$ cat src/rtl/pos_pkg.sv
// ----------------------------------------------------------------------------
// pos_pkg
// Shared constants, register map and control types for the proximity
// obstacle steering block.
// ----------------------------------------------------------------------------
package pos_pkg;

  // Configuration register map
  localparam int CFG_IDX_W  = 3;
  localparam int CFG_DATA_W = 16;

  localparam logic [CFG_IDX_W-1:0] CFG_SENSOR_OFFSET   = 3'd0;
  localparam logic [CFG_IDX_W-1:0] CFG_OBSTACLE_THRESH = 3'd1;
  localparam logic [CFG_IDX_W-1:0] CFG_JAM_THRESH      = 3'd2;
  localparam logic [CFG_IDX_W-1:0] CFG_FORWARD_SPEED   = 3'd3;
  localparam logic [CFG_IDX_W-1:0] CFG_MAX_TURN        = 3'd4;
  localparam logic [CFG_IDX_W-1:0] CFG_STILL_TOL       = 3'd5;
  localparam logic [CFG_IDX_W-1:0] CFG_STUCK_LIMIT     = 3'd6;

  localparam int OFFSET_W  = 12;
  localparam int OBS_THR_W = 12;
  localparam int JAM_THR_W = 14;
  localparam int SPEED_W   = 10;
  localparam int TOL_W     = 16;
  localparam int LIMIT_W   = 16;

  localparam logic [OFFSET_W-1:0]  RST_SENSOR_OFFSET = 12'd300;
  localparam logic [OBS_THR_W-1:0] RST_OBS_THRESH    = 12'd3000;
  localparam logic [JAM_THR_W-1:0] RST_JAM_THRESH    = 14'd8000;
  localparam logic [SPEED_W-1:0]   RST_FWD_SPEED     = 10'd400;
  localparam logic [SPEED_W-1:0]   RST_MAX_TURN      = 10'd600;
  localparam logic [TOL_W-1:0]     RST_STILL_TOL     = 16'd131;
  localparam logic [LIMIT_W-1:0]   RST_STUCK_LIMIT   = 16'd500;

  // Lane gains, in hundredths
  localparam int GAIN_FRONT = 12;
  localparam int GAIN_DIAG  = 9;
  localparam int GAIN_SIDE  = 2;
  localparam int NUM_LANES  = 6;

  // x/100 == (x * RECIP_MUL) >> RECIP_SHIFT, exact for x < 2^20
  localparam int RECIP_SHIFT = 27;
  localparam int RECIP_MUL   = (2**27 + 99) / 100;
  localparam int RECIP_W     = 25;

  // Heading
  localparam int HEAD_W      = 16;
  localparam int HEAD_PROD_W = 27;
  localparam int HEAD_SHIFT  = 14;
  localparam int HEAD_TERM_W = 13;
  localparam int HEAD_ROUND  = 2**14 - 1;
  localparam int HEAD_SMALL  = 3276;
  localparam int HEAD_BIG    = 29492;

  localparam int SPD_OUT_W = 12;

  function automatic int max_int(input int a, input int b);
    return (a > b) ? a : b;
  endfunction

  function automatic int lane_gain(input int lane);
    int g;
    case (lane)
      0, 5:    g = GAIN_FRONT;
      1, 4:    g = GAIN_DIAG;
      default: g = GAIN_SIDE;
    endcase
    return g;
  endfunction

  function automatic int delta_w(input int sensor_bits);
    return max_int(sensor_bits + 4, 14);
  endfunction

  typedef struct packed {
    logic acc;
    logic ld1;
    logic ld2;
    logic ld3;
    logic ld4;
    logic upd;
  } pos_adv_t;

  typedef struct packed {
    logic active;
    logic jam_both;
    logic side_right;
  } pos_obs_t;

  typedef struct packed {
    logic base_zero;
    logic jammed;
    logic obstacle;
    logic uturn;
  } pos_stat_t;

endpackage

$ cat src/rtl/pos_lane.sv
// ----------------------------------------------------------------------------
// pos_lane
// One sensor lane: offset removal with floor at zero, then gain/100 term.
// ----------------------------------------------------------------------------
module pos_lane import pos_pkg::*; #(
  parameter int SENSOR_BITS = 12,
  parameter int GAIN        = 12
) (
  input  logic                   clk,
  input  pos_adv_t               adv,
  input  logic [SENSOR_BITS-1:0] raw_i,
  input  logic [OFFSET_W-1:0]    offset_i,
  output logic [SENSOR_BITS-1:0] p_o,
  output logic [SENSOR_BITS-1:0] q_o
);

  localparam int EW = max_int(SENSOR_BITS, OFFSET_W);
  localparam int PW = SENSOR_BITS + RECIP_W;
  localparam logic [PW-1:0] K = PW'(GAIN * RECIP_MUL);

  logic [EW-1:0]          raw_x, off_x, diff;
  logic [SENSOR_BITS-1:0] p_nxt, p_r, q_nxt, q_r;
  logic [PW-1:0]          prod;

  always_comb begin
    raw_x = EW'(raw_i);
    off_x = EW'(offset_i);
    diff  = raw_x - off_x;
    p_nxt = (raw_x > off_x) ? diff[SENSOR_BITS-1:0] : '0;
    prod  = PW'(p_r) * K;
    q_nxt = SENSOR_BITS'(prod[PW-1:RECIP_SHIFT]);
  end

  always_ff @(posedge clk) begin
    if (adv.ld1) begin
      p_r <= p_nxt;
    end
    if (adv.ld2) begin
      q_r <= q_nxt;
    end
  end

  assign p_o = p_r;
  assign q_o = q_r;

endmodule

$ cat src/rtl/pos_merge.sv
// ----------------------------------------------------------------------------
// pos_merge
// Combines the lanes: front maximum, side sums, threshold tests and the
// avoidance sums for each side.
// ----------------------------------------------------------------------------
module pos_merge import pos_pkg::*; #(
  parameter int SENSOR_BITS = 12
) (
  input  logic                     clk,
  input  pos_adv_t                 adv,
  input  logic [SENSOR_BITS-1:0]   p_i [NUM_LANES],
  input  logic [SENSOR_BITS-1:0]   q_i [NUM_LANES],
  input  logic [OBS_THR_W-1:0]     obs_thr_i,
  input  logic [JAM_THR_W-1:0]     jam_thr_i,
  output pos_obs_t                 obs_o,
  output logic [SENSOR_BITS+1:0]   sum_r_o,
  output logic [SENSOR_BITS+1:0]   sum_l_o
);

  localparam int SUMW = SENSOR_BITS + 2;
  localparam int TW   = max_int(SENSOR_BITS, OBS_THR_W);
  localparam int JW   = max_int(SUMW, JAM_THR_W);

  logic [SENSOR_BITS-1:0] f_r, f_l, front;
  logic [SUMW-1:0]        act_r, act_l, sr_nxt, sl_nxt;
  logic [SUMW-1:0]        sum_r_r, sum_l_r;
  pos_obs_t               obs_nxt, obs2_r, obs3_r;

  always_comb begin
    f_r   = (p_i[0] > p_i[1]) ? p_i[0] : p_i[1];
    f_l   = (p_i[5] > p_i[4]) ? p_i[5] : p_i[4];
    front = (f_r > f_l) ? f_r : f_l;
    act_r = SUMW'(p_i[0]) + SUMW'(p_i[1]) + SUMW'(p_i[2]);
    act_l = SUMW'(p_i[5]) + SUMW'(p_i[4]) + SUMW'(p_i[3]);
    obs_nxt.active     = TW'(front) > TW'(obs_thr_i);
    obs_nxt.jam_both   = (JW'(act_r) > JW'(jam_thr_i)) && (JW'(act_l) > JW'(jam_thr_i));
    obs_nxt.side_right = act_r > act_l;
    sr_nxt = SUMW'(q_i[0]) + SUMW'(q_i[1]) + SUMW'(q_i[2]);
    sl_nxt = SUMW'(q_i[5]) + SUMW'(q_i[4]) + SUMW'(q_i[3]);
  end

  always_ff @(posedge clk) begin
    if (adv.ld2) begin
      obs2_r <= obs_nxt;
    end
    if (adv.ld3) begin
      obs3_r  <= obs2_r;
      sum_r_r <= sr_nxt;
      sum_l_r <= sl_nxt;
    end
  end

  assign obs_o   = obs3_r;
  assign sum_r_o = sum_r_r;
  assign sum_l_o = sum_l_r;

endmodule

$ cat src/rtl/pos_steer.sv
// ----------------------------------------------------------------------------
// pos_steer
// Heading term, stillness detection and the per-tick state update
// (jam flag, obstacle side, U-turn latch, still counter).
// ----------------------------------------------------------------------------
module pos_steer import pos_pkg::*; #(
  parameter int SENSOR_BITS = 12,
  parameter int POS_BITS    = 32,
  parameter int COUNT_BITS  = 16
) (
  input  logic                            clk,
  input  logic                            rst_n,
  input  pos_adv_t                        adv,
  input  logic signed [HEAD_W-1:0]        heading_i,
  input  logic signed [POS_BITS-1:0]      pos_x_i,
  input  logic signed [POS_BITS-1:0]      pos_y_i,
  input  logic [SPEED_W-1:0]              fwd_i,
  input  logic [SPEED_W-1:0]              maxt_i,
  input  logic [TOL_W-1:0]                tol_i,
  input  logic [LIMIT_W-1:0]              limit_i,
  input  pos_obs_t                        obs_i,
  input  logic [SENSOR_BITS+1:0]          sum_r_i,
  input  logic [SENSOR_BITS+1:0]          sum_l_i,
  output logic signed [delta_w(SENSOR_BITS)-1:0] delta_o,
  output pos_stat_t                       stat_o
);

  localparam int DW   = delta_w(SENSOR_BITS);
  localparam int PW   = POS_BITS + 1;
  localparam int CMPW = max_int(COUNT_BITS, LIMIT_W);

  // stage 1
  logic signed [POS_BITS-1:0]    prev_x_r, prev_y_r;
  logic signed [PW-1:0]          dx_nxt, dy_nxt, dx1_r, dy1_r;
  logic signed [HEAD_PROD_W-1:0] hp_nxt, hp1_r, hp_adj;
  logic [HEAD_W:0]               hx, mag;
  logic                          small_nxt, big_nxt, pos_nxt;
  logic                          small1_r, big1_r, pos1_r;
  // stage 2
  logic [PW-1:0]                 adx, ady;
  logic                          still_nxt, still2_r, small2_r, big2_r, pos2_r;
  logic signed [HEAD_TERM_W-1:0] head_nxt, head2_r;
  // stage 3
  logic                          still3_r, small3_r, big3_r, pos3_r;
  logic signed [HEAD_TERM_W-1:0] head3_r;
  // state
  logic                          jam_r, side_r, uturn_r;
  logic                          jam_nxt, side_nxt, uturn_nxt, steer_en, base_zero;
  logic [COUNT_BITS-1:0]         cnt_r, cnt_nxt;
  logic signed [DW-1:0]          avoid, turn, head_x, mt_x, delta_nxt, delta4_r;
  pos_stat_t                     stat_nxt, stat4_r;

  always_comb begin
    dx_nxt    = PW'(prev_x_r) - PW'(pos_x_i);
    dy_nxt    = PW'(prev_y_r) - PW'(pos_y_i);
    hp_nxt    = HEAD_PROD_W'($signed({1'b0, fwd_i})) * HEAD_PROD_W'(heading_i);
    hx        = {heading_i[HEAD_W-1], heading_i};
    mag       = heading_i[HEAD_W-1] ? (~hx + 1'b1) : hx;
    small_nxt = mag <= (HEAD_W+1)'(HEAD_SMALL);
    big_nxt   = mag >= (HEAD_W+1)'(HEAD_BIG);
    pos_nxt   = ~heading_i[HEAD_W-1] && (heading_i != '0);
  end

  always_comb begin
    adx       = dx1_r[PW-1] ? PW'(-dx1_r) : PW'(dx1_r);
    ady       = dy1_r[PW-1] ? PW'(-dy1_r) : PW'(dy1_r);
    still_nxt = (adx < PW'(tol_i)) && (ady < PW'(tol_i));
    hp_adj    = hp1_r[HEAD_PROD_W-1] ? (hp1_r + HEAD_PROD_W'(HEAD_ROUND)) : hp1_r;
    head_nxt  = hp_adj[HEAD_PROD_W-1:HEAD_SHIFT];
  end

  always_comb begin
    jam_nxt  = obs_i.active & (jam_r | obs_i.jam_both);
    side_nxt = (obs_i.active & ~jam_r) ? obs_i.side_right : side_r;
    if (still3_r) begin
      cnt_nxt = (cnt_r == '1) ? cnt_r : cnt_r + 1'b1;
    end else begin
      cnt_nxt = (cnt_r == '0) ? cnt_r : cnt_r - 1'b1;
    end
    steer_en = ~jam_nxt && (CMPW'(cnt_nxt) < CMPW'(limit_i));

    avoid = '0;
    if (~uturn_r && obs_i.active) begin
      avoid = side_nxt ? DW'($signed({1'b0, sum_r_i})) : -DW'($signed({1'b0, sum_l_i}));
    end

    head_x    = DW'(head3_r);
    mt_x      = DW'($signed({1'b0, maxt_i}));
    uturn_nxt = uturn_r;
    base_zero = 1'b0;
    turn      = '0;
    if (steer_en) begin
      if (small3_r) begin
        uturn_nxt = 1'b0;
        turn      = head_x;
      end else if (uturn_r || big3_r) begin
        uturn_nxt = 1'b1;
        base_zero = 1'b1;
        turn      = pos3_r ? mt_x : -mt_x;
      end else begin
        turn = head_x;
      end
    end
    delta_nxt          = avoid + turn;
    stat_nxt.base_zero = base_zero;
    stat_nxt.jammed    = jam_nxt;
    stat_nxt.obstacle  = obs_i.active;
    stat_nxt.uturn     = uturn_nxt;
  end

  always_ff @(posedge clk) begin
    if (!rst_n) begin
      prev_x_r <= '0;
      prev_y_r <= '0;
      jam_r    <= 1'b0;
      side_r   <= 1'b1;
      uturn_r  <= 1'b0;
      cnt_r    <= '0;
    end else begin
      if (adv.acc) begin
        prev_x_r <= pos_x_i;
        prev_y_r <= pos_y_i;
      end
      if (adv.upd) begin
        jam_r   <= jam_nxt;
        side_r  <= side_nxt;
        uturn_r <= uturn_nxt;
        cnt_r   <= cnt_nxt;
      end
    end
  end

  always_ff @(posedge clk) begin
    if (adv.ld1) begin
      dx1_r    <= dx_nxt;
      dy1_r    <= dy_nxt;
      hp1_r    <= hp_nxt;
      small1_r <= small_nxt;
      big1_r   <= big_nxt;
      pos1_r   <= pos_nxt;
    end
    if (adv.ld2) begin
      still2_r <= still_nxt;
      head2_r  <= head_nxt;
      small2_r <= small1_r;
      big2_r   <= big1_r;
      pos2_r   <= pos1_r;
    end
    if (adv.ld3) begin
      still3_r <= still2_r;
      head3_r  <= head2_r;
      small3_r <= small2_r;
      big3_r   <= big2_r;
      pos3_r   <= pos2_r;
    end
    if (adv.ld4) begin
      delta4_r <= delta_nxt;
      stat4_r  <= stat_nxt;
    end
  end

  assign delta_o = delta4_r;
  assign stat_o  = stat4_r;

endmodule

$ cat src/rtl/proximity_obstacle_steering_top.sv
// ----------------------------------------------------------------------------
// proximity_obstacle_steering_top
// Wheel speed commands from heading, position and six proximity readings.
//
// Input channel (in_*): one request per control tick, valid/ready.
// Output channel (out_*): one result per request, in order, valid/ready.
// Config channel (cfg_*): register index and data, always ready; write only
// while no request is in flight.
// A request passes the stage 1 to 4 registers, then the output register.
// Throughput: one request per cycle while the receiver keeps up; six sensor
// lanes run side by side and the state update (jam, side, U-turn, still
// counter) is a single stage. The pipeline is five registers deep; a stalled
// receiver holds the output register and upstream stages keep filling, so
// in_ready only falls once all five stages hold a request.
// Reset: registers return to their defaults, the jam and U-turn latches
// clear, the obstacle side is right, still counter and last position are 0.
// ----------------------------------------------------------------------------
module proximity_obstacle_steering_top import pos_pkg::*; #(
  parameter int SENSOR_BITS = 12,
  parameter int POS_BITS    = 32,
  parameter int COUNT_BITS  = 16
) (
  input  logic                        clk,
  input  logic                        rst_n,
  input  logic                        in_valid,
  output logic                        in_ready,
  input  logic [SENSOR_BITS-1:0]      in_prox_right_front,
  input  logic [SENSOR_BITS-1:0]      in_prox_right_diag,
  input  logic [SENSOR_BITS-1:0]      in_prox_right_side,
  input  logic [SENSOR_BITS-1:0]      in_prox_right_rear,
  input  logic [SENSOR_BITS-1:0]      in_prox_left_rear,
  input  logic [SENSOR_BITS-1:0]      in_prox_left_side,
  input  logic [SENSOR_BITS-1:0]      in_prox_left_diag,
  input  logic [SENSOR_BITS-1:0]      in_prox_left_front,
  input  logic signed [HEAD_W-1:0]    in_heading_error,
  input  logic signed [POS_BITS-1:0]  in_pos_x,
  input  logic signed [POS_BITS-1:0]  in_pos_y,
  output logic                        out_valid,
  input  logic                        out_ready,
  output logic signed [SPD_OUT_W-1:0] out_left_speed,
  output logic signed [SPD_OUT_W-1:0] out_right_speed,
  output logic                        out_jammed,
  output logic                        out_obstacle_seen,
  output logic                        out_turning_around,
  input  logic                        cfg_valid,
  output logic                        cfg_ready,
  input  logic [CFG_IDX_W-1:0]        cfg_index,
  input  logic [CFG_DATA_W-1:0]       cfg_data
);

  localparam int DW   = delta_w(SENSOR_BITS);
  localparam int SUMW = SENSOR_BITS + 2;

  logic [OFFSET_W-1:0]  offset_r;
  logic [OBS_THR_W-1:0] obs_thr_r;
  logic [JAM_THR_W-1:0] jam_thr_r;
  logic [SPEED_W-1:0]   fwd_r, maxt_r;
  logic [TOL_W-1:0]     tol_r;
  logic [LIMIT_W-1:0]   limit_r;

  logic v1_r, v2_r, v3_r, v4_r, out_valid_r;
  logic ld_out;
  pos_adv_t adv;

  logic [SENSOR_BITS-1:0] raw  [NUM_LANES];
  logic [SENSOR_BITS-1:0] p    [NUM_LANES];
  logic [SENSOR_BITS-1:0] q    [NUM_LANES];
  pos_obs_t               obs;
  logic [SUMW-1:0]        sum_r, sum_l;
  logic signed [DW-1:0]   delta4, mt_x, d_cl, base_x, left_w, right_w;
  pos_stat_t              stat4;

  logic signed [SPD_OUT_W-1:0] left_r, right_r;
  logic                        jammed_r, obstacle_r, uturn_r;
  logic signed [SPD_OUT_W:0]   spd_spread, spd_lim;

  // configuration
  assign cfg_ready = 1'b1;

  always_ff @(posedge clk) begin
    if (!rst_n) begin
      offset_r  <= RST_SENSOR_OFFSET;
      obs_thr_r <= RST_OBS_THRESH;
      jam_thr_r <= RST_JAM_THRESH;
      fwd_r     <= RST_FWD_SPEED;
      maxt_r    <= RST_MAX_TURN;
      tol_r     <= RST_STILL_TOL;
      limit_r   <= RST_STUCK_LIMIT;
    end else if (cfg_valid && cfg_ready) begin
      case (cfg_index)
        CFG_SENSOR_OFFSET:   offset_r  <= cfg_data[OFFSET_W-1:0];
        CFG_OBSTACLE_THRESH: obs_thr_r <= cfg_data[OBS_THR_W-1:0];
        CFG_JAM_THRESH:      jam_thr_r <= cfg_data[JAM_THR_W-1:0];
        CFG_FORWARD_SPEED:   fwd_r     <= cfg_data[SPEED_W-1:0];
        CFG_MAX_TURN:        maxt_r    <= cfg_data[SPEED_W-1:0];
        CFG_STILL_TOL:       tol_r     <= cfg_data[TOL_W-1:0];
        CFG_STUCK_LIMIT:     limit_r   <= cfg_data[LIMIT_W-1:0];
        default: ;
      endcase
    end
  end

  // pipeline flow control
  always_comb begin
    ld_out   = !out_valid_r || out_ready;
    adv.ld4  = !v4_r || ld_out;
    adv.ld3  = !v3_r || adv.ld4;
    adv.ld2  = !v2_r || adv.ld3;
    adv.ld1  = !v1_r || adv.ld2;
    adv.acc  = in_valid && adv.ld1;
    adv.upd  = v3_r && adv.ld4;
  end

  assign in_ready = adv.ld1;

  always_ff @(posedge clk) begin
    if (!rst_n) begin
      v1_r        <= 1'b0;
      v2_r        <= 1'b0;
      v3_r        <= 1'b0;
      v4_r        <= 1'b0;
      out_valid_r <= 1'b0;
    end else begin
      if (adv.ld1) v1_r <= in_valid;
      if (adv.ld2) v2_r <= v1_r;
      if (adv.ld3) v3_r <= v2_r;
      if (adv.ld4) v4_r <= v3_r;
      if (ld_out)  out_valid_r <= v4_r;
    end
  end

  // lanes
  assign raw[0] = in_prox_right_front;
  assign raw[1] = in_prox_right_diag;
  assign raw[2] = in_prox_right_side;
  assign raw[3] = in_prox_left_side;
  assign raw[4] = in_prox_left_diag;
  assign raw[5] = in_prox_left_front;

  for (genvar k = 0; k < NUM_LANES; k++) begin : g_lane
    pos_lane #(
      .SENSOR_BITS (SENSOR_BITS),
      .GAIN        (lane_gain(k))
    ) u_lane (
      .clk      (clk),
      .adv      (adv),
      .raw_i    (raw[k]),
      .offset_i (offset_r),
      .p_o      (p[k]),
      .q_o      (q[k])
    );
  end

  pos_merge #(
    .SENSOR_BITS (SENSOR_BITS)
  ) u_merge (
    .clk       (clk),
    .adv       (adv),
    .p_i       (p),
    .q_i       (q),
    .obs_thr_i (obs_thr_r),
    .jam_thr_i (jam_thr_r),
    .obs_o     (obs),
    .sum_r_o   (sum_r),
    .sum_l_o   (sum_l)
  );

  pos_steer #(
    .SENSOR_BITS (SENSOR_BITS),
    .POS_BITS    (POS_BITS),
    .COUNT_BITS  (COUNT_BITS)
  ) u_steer (
    .clk       (clk),
    .rst_n     (rst_n),
    .adv       (adv),
    .heading_i (in_heading_error),
    .pos_x_i   (in_pos_x),
    .pos_y_i   (in_pos_y),
    .fwd_i     (fwd_r),
    .maxt_i    (maxt_r),
    .tol_i     (tol_r),
    .limit_i   (limit_r),
    .obs_i     (obs),
    .sum_r_i   (sum_r),
    .sum_l_i   (sum_l),
    .delta_o   (delta4),
    .stat_o    (stat4)
  );

  // turn clamp and wheel mix
  always_comb begin
    mt_x = DW'($signed({1'b0, maxt_r}));
    if (delta4 > mt_x) begin
      d_cl = mt_x;
    end else if (delta4 < -mt_x) begin
      d_cl = -mt_x;
    end else begin
      d_cl = delta4;
    end
    base_x  = stat4.base_zero ? '0 : DW'($signed({1'b0, fwd_r}));
    left_w  = base_x - d_cl;
    right_w = base_x + d_cl;
  end

  always_ff @(posedge clk) begin
    if (ld_out) begin
      left_r     <= left_w[SPD_OUT_W-1:0];
      right_r    <= right_w[SPD_OUT_W-1:0];
      jammed_r   <= stat4.jammed;
      obstacle_r <= stat4.obstacle;
      uturn_r    <= stat4.uturn;
    end
  end

  assign out_valid          = out_valid_r;
  assign out_left_speed     = left_r;
  assign out_right_speed    = right_r;
  assign out_jammed         = jammed_r;
  assign out_obstacle_seen  = obstacle_r;
  assign out_turning_around = uturn_r;

  // checks
  assign spd_spread = $signed({right_r[SPD_OUT_W-1], right_r}) -
                      $signed({left_r[SPD_OUT_W-1], left_r});
  assign spd_lim    = $signed({2'b00, maxt_r, 1'b0});

  a_reset_empty: assert property (@(posedge clk) !rst_n |=> !out_valid)
    else $error("output valid after reset");

  a_jam_needs_obstacle: assert property (@(posedge clk) disable iff (!rst_n)
    out_valid |-> (!out_jammed || out_obstacle_seen))
    else $error("jam flag without obstacle");

  a_ready_low_full: assert property (@(posedge clk) disable iff (!rst_n)
    !in_ready |-> (v1_r && v2_r && v3_r && v4_r && out_valid_r && !out_ready))
    else $error("input stalled with free pipeline stage");

  a_turn_clamped: assert property (@(posedge clk) disable iff (!rst_n)
    out_valid |-> ((spd_spread <= spd_lim) && (spd_spread >= -spd_lim)))
    else $error("turn term beyond clamp");

endmodule

$ cat config.mk
export PLATFORM = sky130hd
export DESIGN_NAME = proximity_obstacle_steering_top
export DESIGN_NICKNAME = d
export VERILOG_FILES = /design/src/rtl/pos_pkg.sv /design/src/rtl/pos_lane.sv /design/src/rtl/pos_merge.sv /design/src/rtl/pos_steer.sv /design/src/rtl/proximity_obstacle_steering_top.sv
export SDC_FILE = /design/constraint.sdc
export NUM_CORES = 2
export LEC_CHECK = 0
export BUFFER_PORTS_ARGS = -buffer_cell sky130_fd_sc_hd__buf_2
export CELL_PAD_IN_SITES_DETAIL_PLACEMENT = 1
export CELL_PAD_IN_SITES_GLOBAL_PLACEMENT = 2
export CORE_MARGIN = 8
export CORE_UTILIZATION = 42
export DETAILED_ROUTE_END_ITERATION = 10
export PLACE_DENSITY_LB_ADDON = 0.1
export SETUP_SLACK_MARGIN = 0.4
export SYNTH_ARGS = -nofsm -noshare
export SYNTH_HDL_FRONTEND = slang
export SYNTH_SLANG_ARGS = --single-unit
$ cat constraint.sdc
create_clock -name clk -period 8.95 [get_ports clk]
set_input_delay 0.4475 -clock clk [delete_from_list [all_inputs] [get_ports clk]]
set_output_delay 0.4475 -clock clk [all_outputs]
set_load 0.01 [all_outputs]
# After elaboration in Yosys (flattened, before gate mapping)
# Cells that the tools add are included.
# classes
addsub	27
multipliers	7
n_lt_le_gt_ge	20
n_eq_ne	7
muxes	24
bitwise	9
reduce_logical	29
# op_table
op	count
16-bit 2-to-1 mux	9
12-bit greater-than comparator	10
12-bit subtractor	6
12-bit by 23-bit multiplier with 35-bit output (second input constant)	2
33-bit by 16-bit < comparator with 1-bit output	2
12-bit by 21-bit multiplier with 33-bit output (second input constant)	2
33-bit 2-to-1 mux	2
33-bit negation	2
32-bit by 32-bit subtractor with 33-bit output	2
12-bit by 20-bit multiplier with 32-bit output (second input constant)	2
12-bit 2-to-1 mux	5
14-bit greater-than comparator	3
16-bit < comparator	2
14-bit by 12-bit adder with 14-bit output	2
14-bit by 7-bit adder with 14-bit output	2
27-bit by 15-bit adder with 27-bit output (second input constant)	1
11-bit by 16-bit multiplier with 27-bit output	1
12-bit by 12-bit adder with 13-bit output	2
26-bit 2-to-1 mux	1
9-bit by 9-bit adder with 10-bit output	2
17-bit by 1-bit adder with 17-bit output (second input constant)	1
17-bit by 15-bit greater-or-equal comparator with 1-bit output (second input constant)	1
17-bit by 12-bit <= comparator with 1-bit output (second input constant)	1
17-bit 2-to-1 mux	1
26 further kinds	59
# totals
reg_bits	511
inputBits	200
out_inout_bits	30
elab_cells	188

# Longest topological paths before layout
# depth
ltp_word	7
ltp_mapped	31
depth_no_buf	30

# Hierarchy
# A second synthesis with hierarchy kept.
# unflattened
hier_cells	7170
hier_area_um2	66653.9
# modules_own_cells
mod	n_inst	cells_per_inst	area_each_um2	seq_area_each_um2
pos_steer	1	2442	22376.5	6165.9
pos_merge	1	696	6627.6	1021.0
proximity_obstacle_steering_top	1	762	6541.3	2682.6
pos_lane (g_lane[0].u_lane)	1	602	5572.8	630.6
pos_lane (g_lane[5].u_lane)	1	539	5285.1	630.6
pos_lane (g_lane[1].u_lane)	1	561	5241.3	630.6
pos_lane (g_lane[4].u_lane)	1	530	5144.9	630.6
pos_lane (g_lane[2].u_lane)	1	544	5062.4	570.5
pos_lane (g_lane[3].u_lane)	1	494	4802.1	570.5

# Least setup slack after synthesis
# OpenSTA, ideal clock, no wires.
# synth_timing
path_kind	in2reg
startpoint	input port out_ready
endpoint	register u_steer.prev_x_r[0]
setup_time_ns	0.076
arrival_ns	7.177
required_ns	8.874
slack_ns	1.697
cell_stages	8
n_path_buf	2
path_cell_list	nor2b_1 -> and3_1 -> clkbuf_1 -> nand3_1 -> nand2_1 -> clkbuf_1 -> nand2_1 -> a21boi_0
# synth_between
elab_chain_len	6
# synth_rtl
item	line	source
from (decl)	proximity_obstacle_steering_top.sv:39	input logic out_ready,
1-bit logical OR	proximity_obstacle_steering_top.sv:105	ld_out = !out_valid_r || out_ready;
1-bit logical OR	proximity_obstacle_steering_top.sv:106	adv.ld4 = !v4_r || ld_out;
1-bit logical OR	proximity_obstacle_steering_top.sv:107	adv.ld3 = !v3_r || adv.ld4;
1-bit logical OR	proximity_obstacle_steering_top.sv:108	adv.ld2 = !v2_r || adv.ld3;
1-bit logical OR	proximity_obstacle_steering_top.sv:109	adv.ld1 = !v1_r || adv.ld2;
net in_ready	proximity_obstacle_steering_top.sv:26	output logic in_ready,
1-bit logical AND	proximity_obstacle_steering_top.sv:110	adv.acc = in_valid && adv.ld1;
to (signal assigned)	pos_steer.sv:121	prev_x_r <= pos_x_i;
to (decl)	pos_steer.sv:33	logic signed [POS_BITS-1:0] prev_x_r, prev_y_r;
# The timed path passes the listed nets, and every way through them passes these cells.
# A chain may end at the register's enable or synchronous reset.

# Worst setup path in the final report
# layout_timing
startpoint	register u_steer.cnt_r[0]
endpoint	register u_steer.delta4_r[15] (netlist: u_steer.delta_o[15]), data pin
# layout_between
elab_chain_len	7
elab_cells_between_ends	11
cone_classes	add/sub (3); order compare (1); eq/ne (1); mux (4); reduce/logical (2)
# layout_rtl
item	line	source
from (decl)	pos_steer.sv:49	logic [COUNT_BITS-1:0] cnt_r, cnt_nxt;
from (signal assigned)	pos_steer.sv:128	cnt_r <= cnt_nxt;
16-bit by 1-bit subtractor with 16-bit output, or another cell as far along	pos_steer.sv:78	cnt_nxt = (cnt_r == '0) ? cnt_r : cnt_r - 1'b1;
16-bit 2-to-1 mux (on tied branches)	pos_steer.sv:78, pos_steer.sv:76	
16-bit 2-to-1 mux *	pos_steer.sv:75	if (still3_r) begin
net u_steer.cnt_nxt[7]	pos_steer.sv:49	
16-bit < comparator *	pos_steer.sv:80	steer_en = ~jam_nxt && (CMPW'(cnt_nxt) < CMPW'(limit_i));
1-bit logical AND *	pos_steer.sv:80	
16-bit 2-to-1 mux *	pos_steer.sv:92	if (steer_en) begin
16-bit adder *	pos_steer.sv:104	delta_nxt = avoid + turn;
net u_steer.delta_nxt[15]	pos_steer.sv:50	logic signed [DW-1:0] avoid, turn, head_x, mt_x, delta_nxt, delta4_r;
to (signal assigned)	pos_steer.sv:157	delta4_r <= delta_nxt;
to (decl)	pos_steer.sv:50	
# The timed path passes the listed nets; every way through them passes the cells marked *.

==> results.md <==
* Synthesis Warnings at 0
* Worst Hold Depth at 3
* Worst Skew at 0.0511 ns
* Core area at 147000 sq um
* Reg2reg path depth at 29
* RePlAce Congestion at 0.868
* Die Span Y at 401 um
* Synth unique cells at 81
* Cell Area, Synth at 62300 sq um
* Drt pass-1 iters at 5
* Gate Count Post-Synth at 6593
* Nets at 8679
* Die Footprint at 161000 sq um
* CP startpoint kind: flop
* Placed instance count at 8635
* Area Overhead vs Synth at 9.76%
* Starting density of the core at 42.2%
* Final Hold Fails at 0
* Gr usage total at 22.7%
* R2R Path End: u_steer.delta_o[15]$_DFFE_PP_
* Synth Flop Type: edfxtp_1
* Crit path max-delay cell type: nand2_1
* DR WL/cell at 21.0 um
* Final-report max-slew violation count at 0
* Most common cell on crit path: o21ai_0
* Synth top area share at 21.8%
* Power density over the cells at 332 nW/um^2
* Num ports at 230
* Leak at 33.1 nW
* Area leader, netlist: ha_1
* Via-to-Cell Ratio at 5.35
* # clock sinks at 504
* Clock root buffer: clkbuf_16
* Critical path class: flop to flop
* Worst-Skew Late Latency at 0.69 ns
* Port bufs at 204
* Setup violations, final at 0
* TritonCTS clock tree: built
* Number of synthesized flops with an enable pin at 326
* # hold bufs at CTS at 36
* Reg-to-reg startpoint: u_steer.cnt_r[0]$_SDFFE_PN0P_
* Non-filler cells, final at 8806
* Slew of the pin with the lowest slew margin at 1.17 ns
* Async SR Flop Fraction at 0%
* # Max-Cap Violations at 0
* DRC Markers at 0
* Pin count of the biggest net entering global routing at 75
* Final WS setup at 1.55 ns
* Seq cells post-synth at 504
* Status: finished clean
* Final period util at 82.6%
* Crit-path max FO at 17
* Global-route wire length before repair at 289000 um
* Worst Hold Launch: in_pos_x[13]
* Die width at 401 um
* Count leader, synth: inv_1
* Vias in the first global route at 50900
* Initial antenna violation count at 24
* Worst path arrival time at 7.81 ns
* Detailed Route WL at 185000 um
* Top post-synthesis cells by area: ha_1 (22%), fa_1 (19%), edfxtp_1 (16%)
* Vias at 47100
* Std cell rows at 141
* H-tree lvl count at 3
* VDD IR max at 205 uV
* Min cycle time layout at 7.40 ns
* Top cells by count, synth: inv_1 (1137), ha_1 (1085), fa_1 (583), nand2_1 (574), edfxtp_1 (326)
* Final ANT Viol Nets at 0
* R2r setup slk at 1.55 ns
* CP required at 9.36 ns
* Layout cells sized above 1 at 5.88%
* Fmax at 135 MHz
* Setup TNS at 0 ns
* Syn nets at 8461
* Clock transition at path regs at 0.06 ns
* Syn Area/Cell at 9.45 sq um
* DR iter-0 viols at 2058
* Dpl hpwl at 151000 um
* Gr ovfl total at 0
* CTS Buf Count at 68
* Seq/Total Area, Yosys at 21.4%
* Min-Delay Path Class: input port to flop
* Post-cts resize count at 0
* Overall Power at 22.7 mW
* Worst path max stage delay at 0.49 ns
* Hold EP: u_steer.prev_x_r[13]$_SDFFE_PN0P_
* Slew margin rel. at 21.6%
* Post-CTS setup buffers at 0
* Worst-case clock buffer depth at 3
* RSZ-0062 raised after global routing: no
* Pre-CTS setup slack at 1.59 ns
* Filler cells at 16900
* Critical path endpoint category: flop
* Min Hold Slack at 0.0443 ns
layer usage:
layer / share of wire, % / GRT usage, %
met5: 0.026 / 0
met2: 47 / 38.2
met1: 45 / 30.0
met4: 3.0 / 6.99
met3: 4.8 / 3.53
where the power goes:
group	internal (mW)	switching (mW)	leakage, nW
Combinational	6.80	9.01	26.9
Clock	1.72	1.18	1.16
Sequential	3.46	0.530	5.04
worst max-delay path: cells and delay by family, from the launching register on:
family	cells	cell delay (ns)
AND/OR/NAND/NOR	8	2.01
buffers and inverters	2	0.19
AO/OA/AOI/OAI	14	3.26
adder cells (fa/ha/maj)	3	0.76
flip-flops	1	0.48
XOR/XNOR	2	0.40
how the worst max path moves through the flow:
stage,to,start,depth (start not counted),slack (ns)
after global placement,u_steer.delta_o[15]$_DFFE_PP_,u_steer.cnt_r[0]$_SDFFE_PN0P_,27,1.71
after CTS,u_steer.delta_o[15]$_DFFE_PP_,u_steer.cnt_r[0]$_SDFFE_PN0P_,29,1.51
after floorplan,u_steer.prev_x_r[0]$_SDFFE_PN0P_,out_ready,8,1.70
after detailed placement,u_steer.delta_o[15]$_DFFE_PP_,u_steer.cnt_r[0]$_SDFFE_PN0P_,27,1.59
final,u_steer.delta_o[15]$_DFFE_PP_,u_steer.cnt_r[0]$_SDFFE_PN0P_,29,1.55
after global routing,u_steer.delta_o[14]$_DFFE_PP_,u_steer.cnt_r[4]$_SDFFE_PN0P_,27,0.92
state kept, by name (all words and copies together), names as in the netlist, 13 cells and up:
signal and count:
u_steer.delta_o 16, g_lane.u_lane.q_o 50, tol_r 16, u_steer.cnt_r 16
u_steer.dy1_r 33, u_steer.head3_r 13, jam_thr_r 14, u_steer.hp1_r 27
u_steer.prev_y_r 32, u_steer.prev_x_r 32, limit_r 16, g_lane.u_lane.p_o 72
u_steer.head2_r 13, u_steer.dx1_r 33
logic make-up after synthesis:
group                    after synthesis  synth area share [%]
buffers and inverters               1274                  7.69
XOR/XNOR                             345                  4.85
flip-flops                           504                  21.4
AO/OA/AOI/OAI                       1167                  12.5
AND/OR/NAND/NOR                     1575                  12.1
other                                  1               0.00602
adder cells (fa/ha/maj)             1668                  40.5
multiplexers                          59                 0.956
placed cells by master (no fill, tap or decap), types with 178 or more instances in the layout:
cell type | Yosys | routed
edfxtp_1 | 326 | 326
nand2_1 | 574 | 572
xnor2_1 | 257 | 257
a21oi_1 | 275 | 275
inv_1 | 1137 | 1136
ha_1 | 1085 | 1085
fa_1 | 583 | 583
dfxtp_1 | 178 | 178
buf_2 | 1 | 203
nor2_1 | 299 | 299
o21ai_0 | 209 | 209
stage by stage:
stage / util [%] / instance area, sq um
after floorplan: - / 62300
after global placement: 44.5 / 65600
final: 46.4 / 68400
after CTS: 46.3 / 68400
after global routing: 46.4 / 68400
after detailed placement: 44.5 / 65600
layout make-up:
| type | instances | area (sq um) | share of cell area, % |
|---|---|---|---|
| clock inverter | 40 | 494 | 0.723 |
| multi-input combinational | 4815 | 44200 | 64.7 |
| tap | 1930 | 2410 | 3.53 |
| inverter | 1137 | 4270 | 6.24 |
| clock buffer | 86 | 1890 | 2.76 |
| sequential | 504 | 13400 | 19.5 |
| antenna | 9 | 22.5 | 0.0329 |
| timing repair buffer | 285 | 1720 | 2.52 |
(Power assumes the default switching activity.)
